File: src/rtl/fwr_pkg.sv
`timescale 1ns / 1ps
// ----------------------------------------------------------------------------
// fwr_pkg
// Shared types and constants of the 2-D full-weighting restriction block.
// ----------------------------------------------------------------------------
package fwr_pkg;

    // Default build sizes
    localparam int MAX_COARSE_COLS_DEF = 512;
    localparam int SAMPLE_BITS_DEF     = 32;

    // Field widths
    localparam int COARSE_COLS_W = 10;
    localparam int COARSE_ROWS_W = 15;
    localparam int WEIGHT_W      = 16;
    localparam int VALUE_W       = 32;
    localparam int FINE_ROW_W    = 16;

    // Configuration port
    localparam int CFG_INDEX_W = 2;
    localparam int CFG_DATA_W  = 16;

    typedef enum logic [CFG_INDEX_W-1:0] {
        REG_COARSE_COLS = 2'd0,
        REG_COARSE_ROWS = 2'd1,
        REG_WEIGHT      = 2'd2
    } reg_index_t;

    localparam logic [COARSE_COLS_W-1:0] COARSE_COLS_RST = 10'd512;
    localparam logic [COARSE_ROWS_W-1:0] COARSE_ROWS_RST = 15'd512;
    localparam logic [WEIGHT_W-1:0]      WEIGHT_RST      = 16'd16384;

    // Stencil sum times Q2.14 weight, divided by 16: 2^4 * 2^14
    localparam int FRAC_BITS = 18;

    // Result queue
    localparam int OUT_FIFO_DEPTH = 8;
    localparam int OUT_FIFO_PTR_W = $clog2(OUT_FIFO_DEPTH);
    localparam int OUT_FIFO_CNT_W = $clog2(OUT_FIFO_DEPTH + 1);
    localparam int PEND_W         = 3;

    // Where a coarse value comes from
    typedef enum logic [1:0] {
        KIND_COPY_CUR,
        KIND_COPY_PREV,
        KIND_INTERIOR
    } kind_t;

    // Per-sample control travelling down the pipeline
    typedef struct packed {
        logic                     emit;
        kind_t                    kind;
        logic [COARSE_COLS_W-1:0] col;
        logic [COARSE_ROWS_W-1:0] row;
        logic                     last;
    } ctrl_t;

    // One result word
    typedef struct packed {
        logic [VALUE_W-1:0]       value;
        logic [COARSE_COLS_W-1:0] col;
        logic [COARSE_ROWS_W-1:0] row;
        logic                     last;
    } result_t;

endpackage

File: src/rtl/fwr_out_fifo.sv
`timescale 1ns / 1ps
// ----------------------------------------------------------------------------
// fwr_out_fifo
// Result queue that decouples the pipeline from output back-pressure.
// ----------------------------------------------------------------------------
module fwr_out_fifo (
    input  logic                                aclk,
    input  logic                                aresetn,
    input  logic                                push,
    input  fwr_pkg::result_t                    push_data,
    input  logic                                pop,
    output logic                                out_valid,
    output fwr_pkg::result_t                    out_data,
    output logic [fwr_pkg::OUT_FIFO_CNT_W-1:0]  count
);

    fwr_pkg::result_t                    store_reg [fwr_pkg::OUT_FIFO_DEPTH];
    logic [fwr_pkg::OUT_FIFO_PTR_W-1:0]  wr_ptr_reg, rd_ptr_reg;
    logic [fwr_pkg::OUT_FIFO_CNT_W-1:0]  count_reg, count_next;
    logic                                do_pop;

    assign do_pop = pop && (count_reg != '0);

    always_comb begin
        count_next = count_reg;
        if (push && !do_pop) begin
            count_next = count_reg + 1'b1;
        end else if (!push && do_pop) begin
            count_next = count_reg - 1'b1;
        end
    end

    // Pointers and fill level
    always_ff @(posedge aclk) begin
        if (!aresetn) begin
            wr_ptr_reg <= '0;
            rd_ptr_reg <= '0;
            count_reg  <= '0;
        end else begin
            if (push) begin
                wr_ptr_reg <= wr_ptr_reg + 1'b1;
            end
            if (do_pop) begin
                rd_ptr_reg <= rd_ptr_reg + 1'b1;
            end
            count_reg <= count_next;
        end
    end

    // Storage
    always_ff @(posedge aclk) begin
        if (push) begin
            store_reg[wr_ptr_reg] <= push_data;
        end
    end

    assign out_valid = (count_reg != '0);
    assign out_data  = store_reg[rd_ptr_reg];
    assign count     = count_reg;

endmodule

File: config.mk
export PLATFORM = sky130hd
export DESIGN_NAME = fwr_out_fifo
export DESIGN_NICKNAME = d
export VERILOG_FILES = /design/src/rtl/fwr_pkg.sv /design/src/rtl/fwr_out_fifo.sv
export SDC_FILE = /design/constraint.sdc
export NUM_CORES = 1
export LEC_CHECK = 0
export BUFFER_PORTS_ARGS = -buffer_cell sky130_fd_sc_hd__buf_4
export CORE_MARGIN = 1.5
export CORE_UTILIZATION = 40
export CTS_CLUSTER_SIZE = 10
export DETAILED_ROUTE_END_ITERATION = 6
export PLACE_DENSITY = 0.63
export SYNTH_ARGS = -nofsm -noshare
export SYNTH_HDL_FRONTEND = slang
export SYNTH_SLANG_ARGS = --single-unit
File: constraint.sdc
create_clock -name aclk -period 7.3 [get_ports aclk]
set_input_delay 1.095 -clock aclk [delete_from_list [all_inputs] [get_ports aclk]]
set_output_delay 1.095 -clock aclk [all_outputs]
set_load 0.05 [all_outputs]
==> run_results.csv <==
group,metric,value,unit
outcome,status,"complete, no violations",
grt,antenna_found_initial,0,
timing,fin_skew,0.0107,ns
pwr,p_leak,0.00680,uW
drt,drt-pass1-iter-count,4,
drt,drtIter0Drc,575,
hold_path,hp-start,"count[3]",
logic_synthesis,netlist.area_leader.share,0.764,
timing,hold_viol_final,0,
timing,slew_violations,0,
logic_synthesis,synth_top_cell_by_area,"edfxtp_1",
grt,grtUsageMet1,0.204,
logic_synthesis,async_flop_share,0,
cts,cts_hold_buf,0,
worst_setup_path,critPathMaxStageDelay,1.06,ns
floorplanning,coreArea,45200,um2
finish,final_util,0.471,
finish,seq_area,14200,um2
cts,clk_path_buf_depth,3,
grt,grt_max_degree,87,
cts,clk_pin_slew,0.05,ns
grt,busiest_layer,"met2",
logic_synthesis,synth_cell_types,30,
drt,drc,0,
finish,antenna_cells,0,
placed_design,dp_hpwl,17600,um
floorplanning,ios,125,
floorplanning,initial_core_util,0.404,
grt,grtUsageMet2,0.244,
cts,root_buffer,"clkbuf_16",
logic_synthesis,synth_compound_area_frac,0.00171,
logic_synthesis,synth_edf_count,464,
grt,grt.met3_usage,0.0337,
floorplanning,die_h,217,um
logic_synthesis,synthSimpleGateAreaFrac,0.00912,
finish,largest_register_ffs,464,
logic_synthesis,yosysMostFrequentCell,"edfxtp_1",
drt,num_vias,7815,
drt,routed_wl,34700,um
finish,final_layout_size_suffix_gt1_frac,0.399,
worst_setup_path,cp_max_fo,70,
run,maxCapViolCount,0,
grt,grt_pass1_wl,52100,um
pwr,power.density,345,nW/um2
cts,numCtsBuffers,53,
hold_path,hold_class,"flip-flop to flip-flop",
grt,grt_pass1_vias,8467,
logic_synthesis,yosys_warnings,0,
timing,timing.final.crit_share,0.600,
worst_setup_path,path_common_cell,"buf_4",
placed_design,io_buffers,124,
logic_synthesis,synthCells,739,
timing,setup_viol,0,
worst_setup_path,startpoint_type,"flip-flop",
cts,post-cts-setup-buffers,0,
cts,ctsResizeCount,0,
worst_setup_path,crit_type,"flip-flop to output port",
logic_synthesis,ys_seq_area_frac,0.778,
worst_setup_path,crit_family,"flip-flops",
logic_synthesis,avgSynthCellArea,24.7,um2
timing,worst_pin_slew,1.09,ns
grt,grtUsageTotal,0.149,
cts,insertion_delay,0.55,ns
worst_setup_path,arrival,3.28,ns
worst_setup_path,crit_buf_inv,2,
timing,max_freq,228,MHz
finish,multiInputGateArea,3860,um2
drt,drtAntennaViolNets,0,
logic_synthesis,ys_ff_latch,477,
timing,setup-tns-final,0,ns
worst_setup_path,critPathSlowestCell,"dfxtp_4",
cts,cts_tree,"done",
cts,htreeDepth,2,
worst_setup_path,cp_cell_sequence,"buf_4, mux4_2, mux2_2, buf_4",
timing,rsz0062_at_grt,"false",
worst_setup_path,reg2reg_from,"wr_ptr_reg[0]",
placed_design,place_congestion,0.682,
timing,post-route-min-period,4.38,ns
drt,viasPerCell,5.15,
cts,clkSinkCount,477,
floorplanning,fp.dieW,217,um
floorplanning,die_area,46900,um2
finish,fill_cells,3658,
drt,routedWlPerCell,22.9,um
logic_synthesis,synth_area,18200,um2
grt,grt-ovfl-total,0,
logic_synthesis,synthFlopType,"edfxtp_1",
timing,relSlewSlack,0.275,
logic_synthesis,synth_area_leaders,"edfxtp_1 76%, mux4_2 13%, mux2_4 3.3%",
logic_synthesis,synth-xor-area-share,0.00288,
logic_synthesis,synthAdderAreaFrac,0.00453,
logic_synthesis,muxShareOfSynthArea,0.190,
worst_setup_path,critPathCaptureType,"output port",
finish,area_growth,16.6,%
floorplanning,rows,78,
logic_synthesis,synthTopCellsByCount,"464 x edfxtp_1, 108 x mux4_2, 40 x mux2_4",
finish,final_nets,964,
logic_synthesis,synth_top_family_by_area,"multiplexers",
pwr,ir_worst_vdd,0.000220,V
logic_synthesis,syn-num-nets,807,
worst_setup_path,cp.required,6.20,ns
metal layers:
metal / share of wire / vias up
met3: 0.056 / 46
li1: - / 3434
met2: 0.48 / 185
met1: 0.44 / 4150
met4: 0.016 / 0
met5: 0 / -
cells in the final DEF (no fill, tap or decap):
cell / instances
a211oi_1: 1
a21boi_0: 1
a21oi_1: 1
a31oi_1: 1
and2_1: 7
buf_12: 1
buf_4: 135
clkbuf_1: 23
clkbuf_16: 53
dfxtp_1: 10
dfxtp_4: 3
edfxtp_1: 464
fa_1: 1
ha_1: 5
inv_1: 1
mux2_2: 18
mux2_4: 40
mux2i_1: 3
mux4_1: 8
mux4_2: 108
nand2_1: 7
nand2b_1: 4
nand3_1: 3
nor2_1: 1
nor2_4: 6
nor2b_1: 2
nor3_2: 2
o21ai_0: 1
or4_1: 1
xnor2_1: 5
xor2_1: 1
power by group:
group	switching [uW]	total, uW	internal (uW)
clock network	940	2250	1310
registers	117	3210	3100
logic	1030	1880	843
worst paths after layout:
path	to	depth (start not counted)	slack, ns
worst max-delay path	out_data[57]	4	2.92
worst min-delay path	count[3]	2	0.49
worst max register to register	store_reg[3][15]	3	4.70
worst min register to register	count[3]	2	0.49
area by class of cell:
cell class | instances | share of cell area
inverter | 1 | 0.000176
sequential | 477 | 0.668
tap | 600 | 0.0353
multi-input combinational | 227 | 0.182
timing repair buffer | 136 | 0.0486
clock buffer | 76 | 0.0664
tightest hold or removal path, stage by stage (launching register included):
cell and delay [ns]:
dfxtp_1 0.33, nand2_1 0.06, mux2i_1 0.05
stage by stage:
step	cell area (um2)	power (uW)	instances	hold slack, ns	worst slack [ns]
global route	21300	7630	1517	0.535	2.73
detailed placement	19900	5190	1441	0.486	3.39
global placement	19900	5170	1441	0.472	3.39
CTS	21300	7450	1517	0.496	2.80
finish	21300	7340	1517	0.492	2.92
floorplan	18200	4760	739	0.467	1.62
kinds of logic after synthesis:
logic type | count (synthesis)
flip-flops | 477
AO/OA/AOI/OAI | 5
AND/OR/NAND/NOR | 33
XOR/XNOR | 6
multiplexers | 177
adder cells (fa/ha/maj) | 6
buffers and inverters | 35
(Power assumes the default switching activity.)
