==> src/rtl/fwr_pkg.sv <==
`timescale 1ns / 1ps
// ----------------------------------------------------------------------------
// fwr_pkg
// Shared types and constants of the 2-D full-weighting restriction block.
// ----------------------------------------------------------------------------
package fwr_pkg;

    // Default build sizes
    localparam int MAX_COARSE_COLS_DEF = 512;
    localparam int SAMPLE_BITS_DEF     = 32;

    // Field widths
    localparam int COARSE_COLS_W = 10;
    localparam int COARSE_ROWS_W = 15;
    localparam int WEIGHT_W      = 16;
    localparam int VALUE_W       = 32;
    localparam int FINE_ROW_W    = 16;

    // Configuration port
    localparam int CFG_INDEX_W = 2;
    localparam int CFG_DATA_W  = 16;

    typedef enum logic [CFG_INDEX_W-1:0] {
        REG_COARSE_COLS = 2'd0,
        REG_COARSE_ROWS = 2'd1,
        REG_WEIGHT      = 2'd2
    } reg_index_t;

    localparam logic [COARSE_COLS_W-1:0] COARSE_COLS_RST = 10'd512;
    localparam logic [COARSE_ROWS_W-1:0] COARSE_ROWS_RST = 15'd512;
    localparam logic [WEIGHT_W-1:0]      WEIGHT_RST      = 16'd16384;

    // Stencil sum times Q2.14 weight, divided by 16: 2^4 * 2^14
    localparam int FRAC_BITS = 18;

    // Result queue
    localparam int OUT_FIFO_DEPTH = 8;
    localparam int OUT_FIFO_PTR_W = $clog2(OUT_FIFO_DEPTH);
    localparam int OUT_FIFO_CNT_W = $clog2(OUT_FIFO_DEPTH + 1);
    localparam int PEND_W         = 3;

    // Where a coarse value comes from
    typedef enum logic [1:0] {
        KIND_COPY_CUR,
        KIND_COPY_PREV,
        KIND_INTERIOR
    } kind_t;

    // Per-sample control travelling down the pipeline
    typedef struct packed {
        logic                     emit;
        kind_t                    kind;
        logic [COARSE_COLS_W-1:0] col;
        logic [COARSE_ROWS_W-1:0] row;
        logic                     last;
    } ctrl_t;

    // One result word
    typedef struct packed {
        logic [VALUE_W-1:0]       value;
        logic [COARSE_COLS_W-1:0] col;
        logic [COARSE_ROWS_W-1:0] row;
        logic                     last;
    } result_t;

endpackage

==> src/rtl/fwr_stencil.sv <==
`timescale 1ns / 1ps
// ----------------------------------------------------------------------------
// fwr_stencil
// Sliding 3x3 window and the weighting pipeline: partial sums, stencil sum,
// split multiply by the weight, round, saturate and format.
// ----------------------------------------------------------------------------
module fwr_stencil #(
    parameter int SAMPLE_BITS = fwr_pkg::SAMPLE_BITS_DEF
) (
    input  logic                            aclk,
    input  logic                            aresetn,
    input  logic                            in_valid,
    input  fwr_pkg::ctrl_t                  in_ctrl,
    input  logic signed [SAMPLE_BITS-1:0]   in_cur,
    input  logic signed [SAMPLE_BITS-1:0]   in_prev,
    input  logic signed [SAMPLE_BITS-1:0]   in_prev2,
    input  logic [fwr_pkg::WEIGHT_W-1:0]    weight,
    output logic                            out_valid,
    output fwr_pkg::result_t                out_result,
    output logic [fwr_pkg::PEND_W-1:0]      pend_count
);

    localparam int SB        = SAMPLE_BITS;
    localparam int FB        = fwr_pkg::FRAC_BITS;
    localparam int SUM_W     = SB + 4;
    localparam int EXT_W     = (SUM_W > FB + 2) ? SUM_W : FB + 2;
    localparam int HI_W      = EXT_W - FB;
    localparam int PROD_HI_W = HI_W + fwr_pkg::WEIGHT_W + 1;
    localparam int PROD_LO_W = FB + fwr_pkg::WEIGHT_W + 1;
    localparam int FRAC_W    = PROD_LO_W - FB;
    localparam int RES_W     = PROD_HI_W + 1;
    localparam int VW        = fwr_pkg::VALUE_W;

    localparam logic signed [RES_W-1:0] SAT_HI = RES_W'({1'b0, {(SB - 1){1'b1}}});
    localparam logic signed [RES_W-1:0] SAT_LO = ~SAT_HI;
    localparam logic [PROD_LO_W-1:0]    ROUND_HALF = PROD_LO_W'(1) << (FB - 1);

    // Window: [0],[1] current row, [2],[3] previous row, [4],[5] row before
    logic signed [SB-1:0] win_reg [6];

    // Stage 2: partial sums
    logic                    st2_valid_reg;
    fwr_pkg::ctrl_t          st2_ctrl_reg;
    logic signed [SB-1:0]    st2_copy_reg;
    logic signed [SUM_W-1:0] st2_a_reg, st2_b_reg, st2_c_reg;
    // Stage 3: stencil sum split for the multiply
    logic                    st3_valid_reg;
    fwr_pkg::ctrl_t          st3_ctrl_reg;
    logic signed [SB-1:0]    st3_copy_reg;
    logic signed [HI_W-1:0]  st3_hi_reg;
    logic [FB-1:0]           st3_lo_reg;
    // Stage 4: products
    logic                        st4_valid_reg;
    fwr_pkg::ctrl_t              st4_ctrl_reg;
    logic signed [SB-1:0]        st4_copy_reg;
    logic signed [PROD_HI_W-1:0] st4_prod_hi_reg;
    logic [PROD_LO_W-1:0]        st4_prod_lo_reg;
    // Stage 5: result word
    logic                    out_valid_reg;
    fwr_pkg::result_t        out_result_reg;

    logic signed [SUM_W-1:0]     part_a, part_b, part_c, sum;
    logic signed [EXT_W-1:0]     sum_ext;
    logic signed [PROD_HI_W-1:0] hi_ext, w_hi_ext;
    logic [PROD_LO_W-1:0]        lo_ext, w_lo_ext;
    logic [FRAC_W-1:0]           frac;
    logic signed [RES_W-1:0]     res;
    logic signed [SB-1:0]        sat_val, final_val;
    logic [VW-1:0]               final_word;

    // Window shift on every sample
    always_ff @(posedge aclk) begin
        if (!aresetn) begin
            for (int i = 0; i < 6; i++) begin
                win_reg[i] <= '0;
            end
        end else if (in_valid) begin
            win_reg[1] <= win_reg[0];
            win_reg[0] <= in_cur;
            win_reg[3] <= win_reg[2];
            win_reg[2] <= in_prev;
            win_reg[5] <= win_reg[4];
            win_reg[4] <= in_prev2;
        end
    end

    // 1-2-1 / 2-4-2 / 1-2-1 in three partial sums
    always_comb begin
        part_a = (SUM_W'(win_reg[2]) <<< 2)
               + ((SUM_W'(win_reg[3]) + SUM_W'(in_prev)) <<< 1);
        part_b = ((SUM_W'(win_reg[4]) + SUM_W'(win_reg[0])) <<< 1)
               + SUM_W'(win_reg[5]) + SUM_W'(in_prev2);
        part_c = SUM_W'(win_reg[1]) + SUM_W'(in_cur);
    end

    assign sum     = st2_a_reg + st2_b_reg + st2_c_reg;
    assign sum_ext = EXT_W'(sum);

    assign hi_ext   = PROD_HI_W'(st3_hi_reg);
    assign w_hi_ext = PROD_HI_W'({1'b0, weight});
    assign lo_ext   = PROD_LO_W'(st3_lo_reg);
    assign w_lo_ext = PROD_LO_W'(weight);

    // Round half up, then clamp to the sample range
    always_comb begin
        frac = st4_prod_lo_reg[PROD_LO_W-1:FB];
        res  = RES_W'(st4_prod_hi_reg) + $signed(RES_W'(frac));
        if (res > SAT_HI) begin
            sat_val = SAT_HI[SB-1:0];
        end else if (res < SAT_LO) begin
            sat_val = SAT_LO[SB-1:0];
        end else begin
            sat_val = res[SB-1:0];
        end
        final_val = (st4_ctrl_reg.kind == fwr_pkg::KIND_INTERIOR) ? sat_val : st4_copy_reg;
    end

    // Fit the sample-width value to the output field
    generate
        if (SB >= VW) begin : g_trunc
            assign final_word = final_val[VW-1:0];
        end else begin : g_sext
            assign final_word = {{(VW - SB){final_val[SB-1]}}, final_val};
        end
    endgenerate

    // Pipeline valids
    always_ff @(posedge aclk) begin
        if (!aresetn) begin
            st2_valid_reg <= 1'b0;
            st3_valid_reg <= 1'b0;
            st4_valid_reg <= 1'b0;
            out_valid_reg <= 1'b0;
        end else begin
            st2_valid_reg <= in_valid && in_ctrl.emit;
            st3_valid_reg <= st2_valid_reg;
            st4_valid_reg <= st3_valid_reg;
            out_valid_reg <= st4_valid_reg;
        end
    end

    // Pipeline payload
    always_ff @(posedge aclk) begin
        st2_ctrl_reg <= in_ctrl;
        st2_copy_reg <= (in_ctrl.kind == fwr_pkg::KIND_COPY_CUR) ? in_cur : in_prev;
        st2_a_reg    <= part_a;
        st2_b_reg    <= part_b;
        st2_c_reg    <= part_c;

        st3_ctrl_reg <= st2_ctrl_reg;
        st3_copy_reg <= st2_copy_reg;
        st3_hi_reg   <= sum_ext[EXT_W-1:FB];
        st3_lo_reg   <= sum_ext[FB-1:0];

        st4_ctrl_reg    <= st3_ctrl_reg;
        st4_copy_reg    <= st3_copy_reg;
        st4_prod_hi_reg <= hi_ext * w_hi_ext;
        st4_prod_lo_reg <= lo_ext * w_lo_ext + ROUND_HALF;

        out_result_reg.value <= final_word;
        out_result_reg.col   <= st4_ctrl_reg.col;
        out_result_reg.row   <= st4_ctrl_reg.row;
        out_result_reg.last  <= st4_ctrl_reg.last;
    end

    assign out_valid  = out_valid_reg;
    assign out_result = out_result_reg;
    assign pend_count = fwr_pkg::PEND_W'($countones({st2_valid_reg, st3_valid_reg,
                                                     st4_valid_reg, out_valid_reg}));

endmodule

==> config.mk <==
export PLATFORM = sky130hd
export DESIGN_NAME = fwr_stencil
export DESIGN_NICKNAME = d
export VERILOG_FILES = /design/src/rtl/fwr_pkg.sv /design/src/rtl/fwr_stencil.sv
export SDC_FILE = /design/constraint.sdc
export NUM_CORES = 2
export LEC_CHECK = 0
export CORE_MARGIN = 1.5
export CORE_UTILIZATION = 40
export DETAILED_ROUTE_END_ITERATION = 8
export DONT_BUFFER_PORTS = 1
export SETUP_SLACK_MARGIN = 0.3
export SYNTH_ARGS = -nofsm -noshare
export SYNTH_HDL_FRONTEND = slang
export SYNTH_SLANG_ARGS = --single-unit
==> constraint.sdc <==
create_clock -name aclk -period 17.8 [get_ports aclk]
set_clock_uncertainty 0.05 [all_clocks]
set_input_delay 5.34 -clock aclk [delete_from_list [all_inputs] [get_ports aclk]]
set_output_delay 5.34 -clock aclk [all_outputs]
set_load 0.01 [all_outputs]
==> metrics.md <==
| Metric | Value |
|---|---|
| Status | `completed` |
| Hold wc startpoint | `st3_copy_reg[11]$_DFF_P_` |
| Syn_area_per_cell | `10.0 µm²` |
| TNS Setup | `0 ns` |
| Area growth from synthesis to layout | `7.87%` |
| Ys async rst share | `0` |
| Drt total wl | `116 mm` |
| CP Data Arrival Time | `11.38 ns` |
| Yosys cell types | `84` |
| Yosys top cell by area | `fa_1` |
| 1st-iter DRT viols | `1,991` |
| Unrepaired setup endpoints after global routing | `false` |
| Gpl congestion | `0.923` |
| CP startpoint | `weight[4]` |
| Hold Path Cell Cnt | `0` |
| First-pass GRT wire length | `187 mm` |
| CORE AREA | `122,000 µm²` |
| Total Die Area | `125,000 µm²` |
| Core Util, Final | `0.435` |
| Hold Path End | `st4_copy_reg[11]$_DFF_P_` |
| Clk_lat worst skew | `0.62 ns` |
| Post-synth net total | `6,051` |
| Drc violations | `0` |
| Tmin final | `10.89 ns` |
| Clock slew at reported path FFs | `0.06 ns` |
| Setup bufs post-CTS | `0` |
| Flops & latches, synth | `625` |
| Final Setup Violations | `0` |
| Final non-filler cell total | `6,498` |
| R2R depth | `23` |
| Peak Freq | `91.8 MHz` |
| Period utilisation layout | `0.612` |
| Largest net degree at the start of global routing | `198` |
| Sequential element share of the synthesized area | `0.294` |
| Clock root buffer | `clkbuf_16` |
| Max-slew headroom | `0.262` |
| Pins Over Slew Limit | `0` |
| Die width | `353 µm` |
| Die H | `353 µm` |
| RR Startpoint | `st3_hi_reg[7]$_DFF_P_` |
| Cell count after synthesis | `4,890` |
| Top cell type's share of synthesized area | `0.241` |
| Ports | `206` |
| Post-Syn Area | `49,100 µm²` |
| Nets@finish | `5,979` |
| Vias in the first global route | `34,397` |
| Worst Max-Slew Pin Slew | `1.11 ns` |
| Placed Instances | `6,373` |
| Crit path launch type | `input port` |
| Detailed Routing Iterations Pass 1 | `7` |
| WL/cell | `17.9 µm` |
| Final HPWL DP | `90.6 mm` |
| ANT cells | `0` |
| Vias per cell | `5.05` |
| Total track usage | `0.189` |
| CP required | `18.29 ns` |
| Crit path capture type | `flip-flop` |
| Post-synth EDFFs | `192` |
| Number of placement rows | `128` |
| CTS tree | `yes` |
| Crit Path Category | `input port to flip-flop` |
| Num CTS Buffers | `68` |
| Port bufs | `0` |
| Synth area leaders | `fa_1, dfxtp_1, edfxtp_1` |
| Layout cell share with drive strength beyond 1 | `0.0451` |
| Hold crit path type | `flip-flop to flip-flop` |
| Fin. Hold Viols | `0` |
| Clock Sinks | `625` |
| H-Tree Depth | `3` |
| Max Buffers Root-to-Sink | `3` |
| Reg-to-Reg End | `st4_prod_hi_reg[34]$_DFF_P_` |
| Main synth FF type | `dfxtp_1` |
| Grt ovf | `0` |
| Post_cts resized | `0` |
| Max FFs per register | `192` |
| R2r setup slk | `10.64 ns` |
| Max-cap violations | `0` |
| Hold_buf cts | `0` |
| Placed Area | `50,600 µm²` |
| Detail Route Antenna Nets | `0` |
| Antenna violations before repair | `4` |
| Starting Density | `0.403` |
| Synth warn | `0` |
| Via count | `32,824` |
| Max FO, Critical Path | `36` |
| Final Cell Area | `52,900 µm²` |
[worst max-delay path by stage]
stage / to
floorplan: st4_prod_hi_reg[34]$_DFF_P_
global placement: st4_prod_hi_reg[34]$_DFF_P_
finish: st4_prod_lo_reg[34]$_DFF_P_
CTS: st4_prod_hi_reg[33]$_DFF_P_
detailed placement: st4_prod_hi_reg[33]$_DFF_P_
global route: st4_prod_hi_reg[34]$_DFF_P_
[final cells by class]
class,count,area (µm²)
repair buffers,15,113
clock buffers,85,1870
well taps,1625,2030
multi-input cells,3283,31000
fillers,11697,68800
inverters,825,3100
clock inverters,40,449
flip-flops and latches,625,14400
[metrics by stage]
step           hold WS [ns]  setup WS (ns)
2_1_floorplan         0.260           6.42
3_3_place_gp          0.260           6.28
3_5_place_dp          0.262           6.30
4_1_cts               0.270           6.94
5_1_grt               0.273           6.41
6_report              0.265           6.91
[routing by layer]
layer | global-route usage | share of wire | vias to the layer above
li1 | - | - | 15700
met1 | 0.264 | 0.47 | 16320
met2 | 0.306 | 0.46 | 651
met3 | 0.0291 | 0.054 | 153
met4 | 0.0492 | 0.023 | 0
met5 | 0 | 0 | -
[cells in the final DEF, fill, tap and decap left out, drive strengths merged, types with 29 or more instances in the layout]
cell    count
nor2      145
a211oi     30
a21oi     208
dfxtp     433
xnor2     171
edfxtp    192
ha        427
nand3      44
nand2     412
inv       836
nor3       32
and3      222
clkbuf     85
o21ai     142
and2      288
o21bai     34
o21a       57
nand2b     32
nor2b      29
mux2       33
a21o      105
xor2       65
fa        590
[synthesized netlist by cell type (24+ instances only)]
master,instances
a21oi_1,205
xnor2_1,171
edfxtp_1,192
a211oi_1,28
xor2_1,65
nor2_1,145
o21ai_1,24
o21ai_0,112
mux2_2,33
nand3_1,43
o21a_1,57
and2_1,288
clkbuf_1,150
fa_1,590
inv_1,825
a21o_1,105
nand2b_1,32
dfxtp_1,433
nor2b_1,28
o21bai_1,34
nor3_1,32
nand2_1,412
ha_1,427
and3_1,217
[cells by family after synthesis]
| group | count (synthesis) | synth area share |
|---|---|---|
| AO/OA/AOI/OAI | 730 | 0.0981 |
| XOR/XNOR | 236 | 0.0421 |
| adder cells (fa/ha/maj) | 1017 | 0.349 |
| buffers and inverters | 982 | 0.0758 |
| flip-flops | 625 | 0.294 |
| multiplexers | 34 | 0.00778 |
| AND/OR/NAND/NOR | 1266 | 0.133 |
[critical path, stage by stage]
cell       delay (ns)
and2_1           0.15
fa_1             0.53
inv_1            0.04
fa_1             0.46
fa_1             0.51
inv_1            0.06
fa_1             0.48
fa_1             0.50
inv_1            0.07
fa_1             0.48
inv_1            0.04
ha_1             0.28
a21o_1           0.19
a211o_1          0.28
o221ai_1         0.20
a211oi_1         0.14
o2111ai_1        0.47
a21oi_1          0.20
o31ai_1          0.44
o21bai_1         0.15
a21oi_1          0.20
xnor2_1          0.13
Power is not shown: default switching activity piles up to over one toggle a cycle in this logic, so the estimate is an artifact.
